`config.mk`:
```
export PLATFORM = sky130hd
export DESIGN_NAME = rbi_front
export DESIGN_NICKNAME = d
export VERILOG_FILES = /design/src/rtl/rbi_pkg.sv /design/src/rtl/rbi_front.sv
export SDC_FILE = /design/constraint.sdc
export NUM_CORES = 1
export LEC_CHECK = 0
export ABC_AREA = 1
export BUFFER_PORTS_ARGS = -buffer_cell sky130_fd_sc_hd__clkbuf_2
export CORE_AREA = 2 2 378 380
export DETAILED_ROUTE_END_ITERATION = 16
export DIE_AREA = 0 0 380 382
export PLACE_DENSITY = 0.41
export SLEW_MARGIN = 5
export SYNTH_ARGS = -nofsm -noshare
export SYNTH_HDL_FRONTEND = slang
export SYNTH_SLANG_ARGS = --single-unit
export TNS_END_PERCENT = 100
```
`constraint.sdc`:
```
create_clock -name vclk -period 2.7
set_input_delay 0.135 -clock vclk [all_inputs]
set_output_delay 0.135 -clock vclk [all_outputs]
set_load 0.01 [all_outputs]
```
`src/rtl/rbi_pkg.sv`:
```
// shared types, constants and helpers for the ray / box intersection block
package rbi_pkg;

  localparam int WORD_BITS_DEF = 32;
  localparam int FRAC_BITS_DEF = 16;
  localparam int FIELD_BITS    = 32;
  localparam int IN_FIELDS     = 12;
  localparam int OUT_POINTS    = 3;
  localparam int IN_DATA_BITS  = IN_FIELDS * FIELD_BITS;
  localparam int OUT_DATA_BITS = OUT_POINTS * FIELD_BITS;
  localparam int OUT_USER_BITS = 3;
  localparam int EXT_BITS      = 64;
  localparam int QUEUE_DEPTH   = 4;
  localparam int MUL_DIGIT     = 32;

  // origin position against the slab of one axis
  typedef struct packed {
    logic below;
    logic above;
  } rbi_side_t;

  typedef enum logic [1:0] {
    PLANE_X      = 2'd0,
    PLANE_Y      = 2'd1,
    PLANE_Z      = 2'd2,
    PLANE_ORIGIN = 2'd3
  } rbi_plane_t;

  // bits of one classified item: per axis four words, numerator, |dir|, side flags
  function automatic int item_bits(input int w);
    return 3 * (6 * w + 2) + 1;
  endfunction

endpackage

```
`src/rtl/rbi_front.sv`:
```
// front end: unpacks an item and classifies the origin against each slab
module rbi_front #(
  parameter int WORD_BITS = rbi_pkg::WORD_BITS_DEF,
  parameter int ITEM_BITS = rbi_pkg::item_bits(WORD_BITS)
) (
  input  logic [rbi_pkg::IN_DATA_BITS-1:0] in_tdata,
  output logic [ITEM_BITS-1:0]             item_data
);

  localparam int W = WORD_BITS;

  typedef struct packed {
    logic signed [W-1:0] bmin;
    logic signed [W-1:0] bmax;
    logic signed [W-1:0] org;
    logic signed [W-1:0] dir;
    logic [W-1:0]        num;
    logic [W-1:0]        dmag;
    rbi_pkg::rbi_side_t  side;
  } axis_t;

  typedef struct packed {
    axis_t [2:0] ax;
    logic        org_in;
  } item_t;

  item_t item;

  function automatic logic signed [W-1:0] load_word(input logic [rbi_pkg::FIELD_BITS-1:0] x);
    logic signed [rbi_pkg::EXT_BITS-1:0] e;
    e = rbi_pkg::EXT_BITS'(signed'(x));
    return e[W-1:0];
  endfunction

  always_comb begin
    logic signed [W-1:0] bmin, bmax, org, dir;
    logic                out_any;
    out_any = 1'b0;
    for (int a = 0; a < 3; a++) begin
      bmin = load_word(in_tdata[rbi_pkg::FIELD_BITS*a +: rbi_pkg::FIELD_BITS]);
      bmax = load_word(in_tdata[rbi_pkg::FIELD_BITS*(3+a) +: rbi_pkg::FIELD_BITS]);
      org  = load_word(in_tdata[rbi_pkg::FIELD_BITS*(6+a) +: rbi_pkg::FIELD_BITS]);
      dir  = load_word(in_tdata[rbi_pkg::FIELD_BITS*(9+a) +: rbi_pkg::FIELD_BITS]);
      item.ax[a].bmin       = bmin;
      item.ax[a].bmax       = bmax;
      item.ax[a].org        = org;
      item.ax[a].dir        = dir;
      item.ax[a].side.below = org < bmin;
      item.ax[a].side.above = !(org < bmin) && (org > bmax);
      // distance to the candidate face, nonnegative when the origin lies outside the slab
      item.ax[a].num  = (org < bmin) ? W'(bmin - org) : W'(org - bmax);
      item.ax[a].dmag = dir[W-1] ? W'(-dir) : W'(dir);
      out_any = out_any | item.ax[a].side.below | item.ax[a].side.above;
    end
    item.org_in = !out_any;
  end

  assign item_data = ITEM_BITS'(item);

endmodule

```
==> metrics.txt <==
Filler cells=16600; layout cell share with drive strength beyond 1=35.8%; register area share after synthesis=0%; NumNets Final=4931; YS warnings=0; Worst slew margin=58.3%; top cells by count, synth=nand2_1, inv_1, buf_4, nor2_1, a21oi_1; Avg Synthesized Cell Area=5.55 sq um; grt total ovfl=0; worst setup margin=60.0 ps; Worst-Margin Slew=620 ps; HP Class=in -> out; worst slack, placed=-188 ps; PnR Total Power=8060 uW; first-pass GRT wire length=182 mm; die height=382 um; DRT iter0 DRCs=1291; number of global-route vias before repair=24900; Yosys top cell by area=nand2_1; Mapped Area=18800 sq um; GP Congestion=0.959; Yosys top cell area share=18.1%; DRT Pass-1 Iters=5; largest net degree at the start of global routing=36; WL final=137 mm; IO Pins=967; DR DRC count=0; CP Capture Type=primary output; gr usage total=17.6%; most common cell in the synthesized netlist=nand2_1; Leak=0.0151 uW; via count=25100; CP startpoint=in_tdata[233]; Setup CP Type=in -> out; crit start category=primary input; Hold Fails Final Rpt=0; HPWL after DPL=127 mm; final period utilization=97.8%; # setup viols final=0; CORE AREA=141000 sq um; fin. max-slew vios=0; Multi-input gate area=14300 sq um; ANT nets after route=0; Seq Cell Count=0; vias per cell=4.02; Layout area overhead=42.8%; Critical Path RT=2570 ps; Starting Density=13.3%; WP data arrival=2500 ps; # port buffers=967; Sum Neg Setup Slack=0 ps; Synth Instances=3382; Rows=138; maximum clock rate=379 MHz; Seq. cell area=0 sq um; top post-synthesis cells by area=nand2_1, buf_4, ha_1; minimum clock period=2640 ps; syn_nets=3967; Die Area=145000 sq um; initial antenna violation count=16; Core Util, Final=19.0%; Die X=380 um; status=complete, no violations; worst-path fanout max=17; PwrDens=301 nW/um^2; VDD IR-drop max=0.000119 V; Hold Crit Start=in_tdata[102]; max_cap viols=0; RSZ-0062 raised after global routing=true; synth unique cells=45; wire per inst=21.9 um; Layout clock buffers=0
-- cell type report --
class | count | share of cell area, %
Timing Repair Buffer | 1376 | 31.0
Antenna cell | 5 | 0.0467
Multi-Input combinational cell | 2484 | 53.3
Tap cell | 1890 | 8.83
Inverter | 484 | 6.85
-- kinds of logic after synthesis --
logic type | count (synthesis) | share of synthesized area [%]
AO/OA/AOI/OAI | 508 | 15.4
XOR/XNOR | 204 | 9.52
adder cells (fa/ha/maj) | 201 | 13.6
buffers and inverters | 898 | 26.2
AND/OR/NAND/NOR | 1571 | 35.2
-- through the flow --
step           instance area, sq um  hold WS (ps)  instances
4_1_cts                       26100           476       6214
2_1_floorplan                 18800           350       3382
3_3_place_gp                  26000           476       6213
3_5_place_dp                  26000           475       6213
5_1_grt                       26800           480       6235
6_report                      26800           472       6239
-- timing repair --
action,CTS,global route
pin swaps,1,16
buffers inserted,1,14
resized for setup,20,146
gates cloned,0,6
hold buffers,0,0
setup endpoints to repair,16,91
endpoints found under the hold margin,0,0
-- metal layers --
metal  up-vias  GRT usage [%]  part of all wire [%]  wire length (um)
li1      12400              -                     -                 -
met2       895           33.1                    51             69500
met3        99           1.78                   4.7              6410
met5         -              0                0.0073                10
met1     11700           21.3                    42             57100
met4         2           3.48                   2.6              3590
-- final timing paths --
check,endpoint,slack (ps),cells past startpoint
worst max-delay path,item_data[246],60,19
worst min-delay path,item_data[137],470,2
-- layout by cell type, fill, tap and decap left out, types with 35 or more instances in the layout --
master,instances
a21oi_1,220
nand2_1,871
ha_1,185
nor2_1,307
nand3_1,158
o21ai_1,48
nor3_1,40
nand2_2,51
o21ai_0,90
clkbuf_2,936
xor2_1,124
xnor2_1,70
nand4_1,35
buf_4,391
inv_1,473
o21bai_1,45
-- critical path: stages --
cell       delay [ps]
clkbuf_2          190
inv_1              80
ha_1              330
nand2_1            90
inv_2              80
nand2_1           130
nor3_4            190
nand2_2            70
nand2_2           100
nand2_2            60
nand2_1            70
nand2_2            60
nand3_4            80
buf_12            140
buf_12            110
clkbuf_16         170
nand2_1            80
nand2_1           100
buf_2             220
-- power breakdown --
part / leakage [uW] / internal [uW] / total [uW] / switching, uW
Combinational: 0.0151 / 3080 / 8060 / 4980
Sequential: 0 / 0 / 0 / 0
Clock: 0.0000000302 / 0.000108 / 0.000108 / 0
Total: 0.0151 / 3080 / 8060 / 4980
(Power assumes the default switching activity.)
