==> src/rtl/rbi_pkg.sv <==
// shared types, constants and helpers for the ray / box intersection block
package rbi_pkg;

  localparam int WORD_BITS_DEF = 32;
  localparam int FRAC_BITS_DEF = 16;
  localparam int FIELD_BITS    = 32;
  localparam int IN_FIELDS     = 12;
  localparam int OUT_POINTS    = 3;
  localparam int IN_DATA_BITS  = IN_FIELDS * FIELD_BITS;
  localparam int OUT_DATA_BITS = OUT_POINTS * FIELD_BITS;
  localparam int OUT_USER_BITS = 3;
  localparam int EXT_BITS      = 64;
  localparam int QUEUE_DEPTH   = 4;
  localparam int MUL_DIGIT     = 32;

  // origin position against the slab of one axis
  typedef struct packed {
    logic below;
    logic above;
  } rbi_side_t;

  typedef enum logic [1:0] {
    PLANE_X      = 2'd0,
    PLANE_Y      = 2'd1,
    PLANE_Z      = 2'd2,
    PLANE_ORIGIN = 2'd3
  } rbi_plane_t;

  // bits of one classified item: per axis four words, numerator, |dir|, side flags
  function automatic int item_bits(input int w);
    return 3 * (6 * w + 2) + 1;
  endfunction

endpackage

==> src/rtl/rbi_queue.sv <==
// short fifo between the classifying front end and the arithmetic back end
module rbi_queue #(
  parameter int DATA_BITS = 8,
  parameter int DEPTH     = rbi_pkg::QUEUE_DEPTH
) (
  input  logic                 clk,
  input  logic                 rst_n,
  input  logic                 wr_valid,
  output logic                 wr_ready,
  input  logic [DATA_BITS-1:0] wr_data,
  output logic                 rd_valid,
  input  logic                 rd_pop,
  output logic [DATA_BITS-1:0] rd_data
);

  localparam int PW = (DEPTH > 1) ? $clog2(DEPTH) : 1;
  localparam int CW = $clog2(DEPTH + 1);

  logic [DATA_BITS-1:0] mem_r [DEPTH];
  logic [PW-1:0]        wr_ptr_r, rd_ptr_r;
  logic [CW-1:0]        count_r, count_nxt;
  logic                 push, pop;

  assign wr_ready = count_r != CW'(DEPTH);
  assign rd_valid = count_r != '0;
  assign push     = wr_valid && wr_ready;
  assign pop      = rd_pop && rd_valid;
  assign rd_data  = mem_r[rd_ptr_r];

  always_comb begin
    unique case ({push, pop})
      2'b10:   count_nxt = count_r + 1'b1;
      2'b01:   count_nxt = count_r - 1'b1;
      default: count_nxt = count_r;
    endcase
  end

  always_ff @(posedge clk) begin
    if (!rst_n) begin
      wr_ptr_r <= '0;
      rd_ptr_r <= '0;
      count_r  <= '0;
    end else begin
      count_r <= count_nxt;
      if (push) begin
        wr_ptr_r <= (wr_ptr_r == PW'(DEPTH - 1)) ? '0 : wr_ptr_r + 1'b1;
      end
      if (pop) begin
        rd_ptr_r <= (rd_ptr_r == PW'(DEPTH - 1)) ? '0 : rd_ptr_r + 1'b1;
      end
    end
  end

  always_ff @(posedge clk) begin
    if (push) begin
      mem_r[wr_ptr_r] <= wr_data;
    end
  end

endmodule

==> config.mk <==
export PLATFORM = sky130hd
export DESIGN_NAME = rbi_queue
export DESIGN_NICKNAME = d
export VERILOG_FILES = /design/src/rtl/rbi_pkg.sv /design/src/rtl/rbi_queue.sv
export SDC_FILE = /design/constraint.sdc
export NUM_CORES = 1
export LEC_CHECK = 0
export ABC_AREA = 1
export BUFFER_PORTS_ARGS = -buffer_cell sky130_fd_sc_hd__buf_2
export CORE_ASPECT_RATIO = 0.7
export CORE_UTILIZATION = 25
export CTS_BUF_LIST = sky130_fd_sc_hd__clkbuf_16
export CTS_CLUSTER_DIAMETER = 30
export CTS_CLUSTER_SIZE = 10
export DETAILED_ROUTE_END_ITERATION = 8
export GPL_TIMING_DRIVEN = 0
export SETUP_SLACK_MARGIN = 0.4
export SYNTH_ARGS = -nofsm -noshare
export SYNTH_HDL_FRONTEND = slang
export SYNTH_SLANG_ARGS = --single-unit
export TNS_END_PERCENT = 100
==> constraint.sdc <==
create_clock -name clk -period 1.65 [get_ports clk]
set_input_delay 0 -clock clk [delete_from_list [all_inputs] [get_ports clk]]
set_output_delay 0 -clock clk [all_outputs]
set_load 0.05 [all_outputs]
==> summary.txt, run 1 <==
Run status
  – Status: finished clean

Synth
  – Post-synthesis cell type count: 19
  – Synthesis warning total: 0
  – Syn Nets: 164
  – Post-synthesis sequential area ratio: 67.6%
  – Cell count after synthesis: 145
  – Yosys reg bits: 41
  – Synthesized area: 0.00169 mm2
  – Syn Area/Cell: 11.6 um2

Detailed routing
  – Vias: about 1200
  – First-pass DRT Iterations: 4
  – Post-route ant nets: 0
  – Post-route DRC: 0
  – Via density: 4.12
  – WL/cell: 13.0 um
  – DRT Wirelength: 3850 um
  – Initial DRC count: 32

Min path
  – Hold Crit Class: in -> reg

Floorplanning
  – Rows: 24
  – Die X: roughly 100 um
  – Core outline area: 0.00637 mm2
  – Die Y: 70.7 um
  – Initial core utilization: 26.5%
  – I/O pins: 22
  – Overall die area: 0.00709 mm2

Placed design
  – Placed Area: 0.00201 mm2
  – GP Congestion: ~0.75
  – Post-DP HPWL: 2360 um
  – Place WS: -39.8 ps
  – IO Port Bufs: 21

Timing
  – Slew headroom: 83.6%
  – Final Hold Vio Count: 0
  – Setup tns final: 0 ps
  – Crit path time final: about 1500 ps
  – # setup viols final: 0
  – Post-Route Skew: 7.80 ps
  – Actual slew at the worst max-slew pin: 247 ps
  – Setup ws final: roughly 100 ps
  – FMAX: between 600 and 700 MHz
  – RSZ-0062 raised after global routing: yes
  – Fin. max-slew vios: 0
  – Final Cycle Share: 93.9%

Clocking
  – CTS tree: built
  – Clock tree sinks: 41
  – Root Driver: clkbuf_16
  – TritonCTS Buffers: 5
  – Reg clk slew, reported paths: 60 ps
  – CTS H-tree lvls: 2
  – Later-pin clock latency in the skew report: 280 ps
  – Clk buf depth: 2

Global routing
  – GRT Util Overall: 11.1%
  – Grt met1 use: between 10% and 20%
  – Number of global-route vias before repair: ~1200
  – Met2 Resource Use GR: 17.0%
  – Initial antenna violation count: 0
  – Remaining Overflow, GRT: 0
  – First-pass GRT wire length: ~5700 um
  – Most Crowded Layer GR: met2
  – Largest net degree at the start of global routing: 13
  – Global Route met3 Usage: 2.96%

Setup path
  – Crit Path Max Fanout: 2
  – CP Launch Type: register
  – Nature of the critical path endpoint: register
  – Crit Path Class: reg -> reg
  – Req. time, crit path: 1830 ps
  – Worst EP arrival: 1730 ps

Job
  – Max_cap viols: 0

Power
  – Pleak: 1.06 nW
  – Total power: 4.63 mW
  – Cell Pwr Density: 1690 mW/mm2
  – Worst VDD drop: just under 0.5 mV

Final layout
  – Area Overhead vs Synth: 61.7%
  – Fin area: about 0.0027 mm2
  – # fillers: between 600 and 700
  – Seq. cell area: 0.00115 mm2
  – Share of cells above drive strength 1: 51.7%
  – Antenna Cells: 0
  – Layout Nets: ~220
  – Footprint of the multi-input gates: between 700 and 800 um2
synthesized netlist by cell type:
cell type / n / area, um2
o21ai_0: 14 / 70.1
dfxtp_1: 9 / 180
nor2_1: 30 / 113
fa_1: 1 / 20.0
buf_6: 2 / 22.5
o22ai_1: 8 / 50.1
edfxtp_1: 32 / 961
nand3_1: 1 / 5.00
nand2_1: 13 / 48.8
nand2_2: 2 / 12.5
a21oi_1: 3 / 15.0
inv_2: 1 / 3.75
inv_1: 16 / 60.1
o21ai_2: 3 / 26.3
nand3b_1: 1 / 7.51
nand4_1: 1 / 6.26
o21ai_1: 1 / 5.00
nor2_2: 1 / 6.26
ha_1: 6 / 75.1
critical path, stage by stage (launching register included):
cell and delay, ps:
dfxtp_2 330, nor2_4 160, nand2_4 90, nand2_8 70
ha_4 120, inv_2 40, fa_2 330, inv_1 60
nand2_1 60, nand3_1 60, nand2_1 50, inv_1 40
nor2_1 30
cell families (layout without fill, tap and decap cells):
logic type      after synthesis  count (layout)  synth area share, %
simple gates                 49              49                 11.8
compound gates               29              29                 9.86
flops                        41              41                 67.6
buf+inv                      19              79                 5.11
fa+ha+maj                     7               7                 5.63
timing repair:
item / CTS / global route
gates resized for setup: 68 / 27
cloned: 1 / 0
setup endpoints to repair: 42 / 42
endpoints found under the hold margin: 33 / 0
pin swaps: 19 / 15
hold buffers: 9 / 0
buffers inserted: 17 / 4
power breakdown:
part / leakage (nW) / switching [mW] / internal [mW]
clock network: 0.0738 / 0.344 / 0.543
registers: 0.370 / 0.147 / 1.29
logic: 0.612 / 1.32 / 0.983
cells in the final DEF (no fill, tap or decap), types with 4 or more instances in the layout:
cell type,synthesis,routed
nor2_1,30,12
o21ai_2,3,9
ha_1,6,5
clkbuf_16,0,5
inv_1,16,13
dfxtp_1,9,4
nand2_1,13,11
buf_6,2,16
buf_12,0,4
buf_4,0,8
o21ai_1,1,5
nor2_2,1,9
dlygate4sd3_1,0,9
buf_2,0,13
o22ai_2,0,8
edfxtp_1,32,32
nor2_4,0,10
flip-flops by register name (all words and copies together), names as in the netlist, named ones only:
signal and flops:
mem_r 32, count_r 3, rd_ptr_r 2, wr_ptr_r 2
worst paths after layout:
kind	slack (ps)	endpoint	from	cells after the start
worst min-delay path	80	rd_ptr_r[1]	rd_pop	3
worst min register to register	530	register	rd_ptr_r[1]	2
worst max register to register	100	count_r[2]	count_r[1]	12
worst max-delay path	100	count_r[2]	count_r[1]	12
routing by layer:
| layer | routed length, um | vias to the layer above |
|---|---|---|
| met4 | 76 | 0 |
| met1 | 1830 | 572 |
| li1 | - | 626 |
| met2 | 1860 | 14 |
| met5 | 0 | - |
| met3 | 81 | 7 |
cell type report:
type	count	share of cell area [%]
Sequential cell	41	42.2
Multi-Input combinational cell	85	25.8
Timing Repair Buffer	52	19.0
Clock buffer	5	4.58
Tap cell	91	4.17
Inverter	17	2.80
Buffer	2	1.10
Clock inverter	3	0.412
metrics by stage:
step                      hold slack, ps  std cells  utilization [%]
after floorplan                     98.9        145                -
after global placement               218        257             31.5
after detailed placement             223        257             31.5
after CTS                           90.1        292             40.9
after global routing                 108        296             42.9
final                               78.9        296             42.9
Power figures use the tool's default switching activity.
==> run 2, diff against run 1 <==
- CELL_PAD_IN_SITES_DETAIL_PLACEMENT: default -> 1
- CELL_PAD_IN_SITES_GLOBAL_PLACEMENT: default -> 1
- PLACE_DENSITY_LB_ADDON: default -> 0.1
- clock period: 1.65 -> 2 ns (I/O delays scaled with it)
==> run 2 against run 1 <==
Compared with the run above: via count shrank 2.5%; non-clock buffer count shrank 14; largest cell class unchanged; worst setup slack gained 250 ps; first-iteration DRC count shrank 22%; highest routed layer unchanged; largest power group unchanged; critical endpoint is now mem_r[2][5].
==> summary.txt, run 2 (synthesis gave the netlist of run 1 again) <==
Clocking
  – Clock tree sinks: 41 (unchanged)
  – CTS tree: built
  – CTS H-tree lvls: 2 (unchanged)
  – Later-pin clock latency in the skew report: 280 ps (about the same)
  – TritonCTS Buffers: 5 (unchanged)
  – Reg clk slew, reported paths: 60 ps (about the same)
  – Root Driver: clkbuf_16
  – Clk buf depth: 2 (unchanged)

Global routing
  – Initial antenna violation count: 0 (unchanged)
  – Largest net degree at the start of global routing: 15 (+2)
  – Remaining Overflow, GRT: 0 (unchanged)
  – Number of global-route vias before repair: 1268 (+8.0%)
  – GRT Util Overall: 12.5% (+1.4 points)
  – First-pass GRT wire length: 6450 um (+13%)

Power
  – Cell Pwr Density: 1540 mW/mm2 (-9.1%)
  – Clock share of power: 28.9% (+9.7 points)
  – Logic pwr share: 39.0% (-11 points)
  – Sequential power share: 32.1% (+1.1 points)
  – Net Sw Frac: 38.4% (-0.80 points)
  – Worst VDD drop: 0.485 mV (-1.9%)
  – Pleak: 0.919 nW (-13%)
  – NetSw: 1.39 mW (-23%)
  – P_int: 2.24 mW (-21%)

Timing
  – Slew headroom: 62.5% (-21 points)
  – Actual slew at the worst max-slew pin: 561 ps (+314 ps)
  – Setup tns final: 0 ps (unchanged)
  – RSZ-0062 raised after global routing: yes
  – Final Cycle Share: 82.4% (-11 points)
  – Fin. max-slew vios: 0 (unchanged)
  – Crit path time final: 1650 ps (+100 ps)
  – # setup viols final: 0 (unchanged)
  – FMAX: 607 MHz (-6.1%)
  – Final Hold Vio Count: 0 (unchanged)
  – Post-Route Skew: 6.75 ps (-1.05 ps)

Detailed routing
  – DRT Wirelength: 4060 um (+5.4%)
  – Via density: 4.22 (+2.4%)
  – Post-route ant nets: 0 (unchanged)
  – First-pass DRT Iterations: 3 (-1)
  – WL/cell: 14.4 um (+11%)
  – Post-route DRC: 0 (unchanged)
  – Initial DRC count: 25 (-22%)
  – Vias: 1189 (-2.5%)

Setup path
  – Cell family with most CP delay: simple AND/OR/NAND/NOR gates
  – Req. time, crit path: 1910 ps (+80 ps)
  – Crit path buffers/inverters: 2 (-1)
  – Crit Path Max Fanout: 8 (+6)
  – CP peak stage delay: 430 ps (+100 ps)
  – Cell at the slowest stage of the critical path: nor2_2
  – CP Cell Sequence: nor2_4 -> nand2_4 -> nand2_8 -> buf_4 -> buf_12 -> nor2_2
  – Worst EP arrival: 1560 ps (-170 ps)
  – Crit Path Class: reg -> reg
  – CP Launch Type: register
  – Nature of the critical path endpoint: register

Floorplanning
  – Die Y: 70.7 um (unchanged)
  – I/O pins: 22 (unchanged)
  – Overall die area: 0.00709 mm2 (unchanged)
  – Core outline area: 0.00637 mm2 (unchanged)
  – Rows: 24 (unchanged)
  – Die X: 100 um (unchanged)
  – Initial core utilization: 26.5% (unchanged)

Final layout
  – Largest registers: mem_r: 32 flops, count_r: 3 flops
  – Most flops, register: mem_r
  – Layout Cells excl Fill: 282 (-4.7%)
  – Most frequent cells in the layout: edfxtp_1 (32), nor2_1 (25), buf_2 (20)
  – Antenna Cells: 0 (unchanged)
  – Commonest non-fill, non-tap cell in the layout: edfxtp_1
  – Share of cells above drive strength 1: 36.6% (-15 points)
  – Max FFs per register: 32 (unchanged)
  – Area Overhead vs Synth: 39.5%
  – Layout Nets: 209 (-6.3%)
  – Fin area: 0.00235 mm2 (-14%)

Min path
  – Hold Crit Class: in -> reg

Placed design
  – Placed cells: 257 (unchanged)
  – Placed Area: 0.00195 mm2 (-2.7%)
  – IO Port Bufs: 21 (unchanged)
  – GP Congestion: 0.709 (-5.7%)
  – Post-DP HPWL: 2750 um (+16%)

Run status
  – Status: finished clean

Job
  – Max_cap viols: 0 (unchanged)
==> run 2: cell count changes in the layout (fill, tap and decap cells not counted), sizes merged <==
cell,previous run,this run
dlygate4sd3,9,8
clkinv,1,0
buf,45,32
bufinv,0,2
inv,19,18
==> run 2: final cells by class <==
| cell class | instances | area (um2) |
|---|---|---|
| fill | 702 | 4010 |
| sequential | 41 | 1150 |
| multi-input combinational | 85 | 541 |
| timing repair buffer | 38 | 268 |
| clock buffer | 5 | 125 |
| tap | 91 | 114 |
| clock inverter | 3 | 68.8 |
| inverter | 17 | 66.3 |
| buffer | 2 | 22.5 |
==> run 2: worst reg2reg max path: stages (launching register included) <==
cell and delay (ps):
dfxtp_2 370, nor2_4 60, nand2_4 80, nand2_8 60
buf_4 150, buf_12 130, nor2_2 430
==> run 2: metrics by stage <==
step,power [mW],utilization [%],hold slack (ps),setup slack (ps)
floorplan,2.09,-,98.9,362
global placement,2.37,30.7,214,299
detailed placement,2.42,30.7,224,231
CTS,3.53,35.5,26.7,314
global route,3.83,37.0,29.9,219
finish,3.63,37.0,25.7,351
==> run 2: layer usage <==
metal,up-vias,track usage [%],wire length (um)
met4,0,4.35,42
met5,-,0,0
li1,587,-,-
met2,13,21.2,1990
met3,4,3.26,80
met1,585,15.5,1940
==> run 2: final timing paths <==
| check | to | cells after the start | start | slack, ps |
|---|---|---|---|---|
| worst max-delay path | mem_r[2][5] | 6 | count_r[1] | 350 |
| worst min-delay path | wr_ptr_r[0] | 3 | rst_n | 30 |
| worst max register to register | mem_r[2][5] | 6 | count_r[1] | 350 |
| worst min register to register | register | 2 | rd_ptr_r[1] | 530 |
==> run 2: timing repair <==
| action | in CTS | in global routing |
|---|---|---|
| endpoints found under the hold margin | 32 | 0 |
| resized for setup | 7 | 11 |
| endpoints found under the setup margin | 40 | 14 |
| pin swaps | 2 | 9 |
| hold buffers | 8 | 0 |
| setup buffers | 2 | 7 |
==> run 2: power by group through the flow <==
stage	clock, mW	sequential [mW]	combinational, mW
floorplan	0	1.14	0.949
global placement	0	1.17	1.20
detailed placement	0	1.18	1.25
CTS	1.07	1.16	1.30
global route	1.10	1.18	1.54
finish	1.05	1.16	1.41
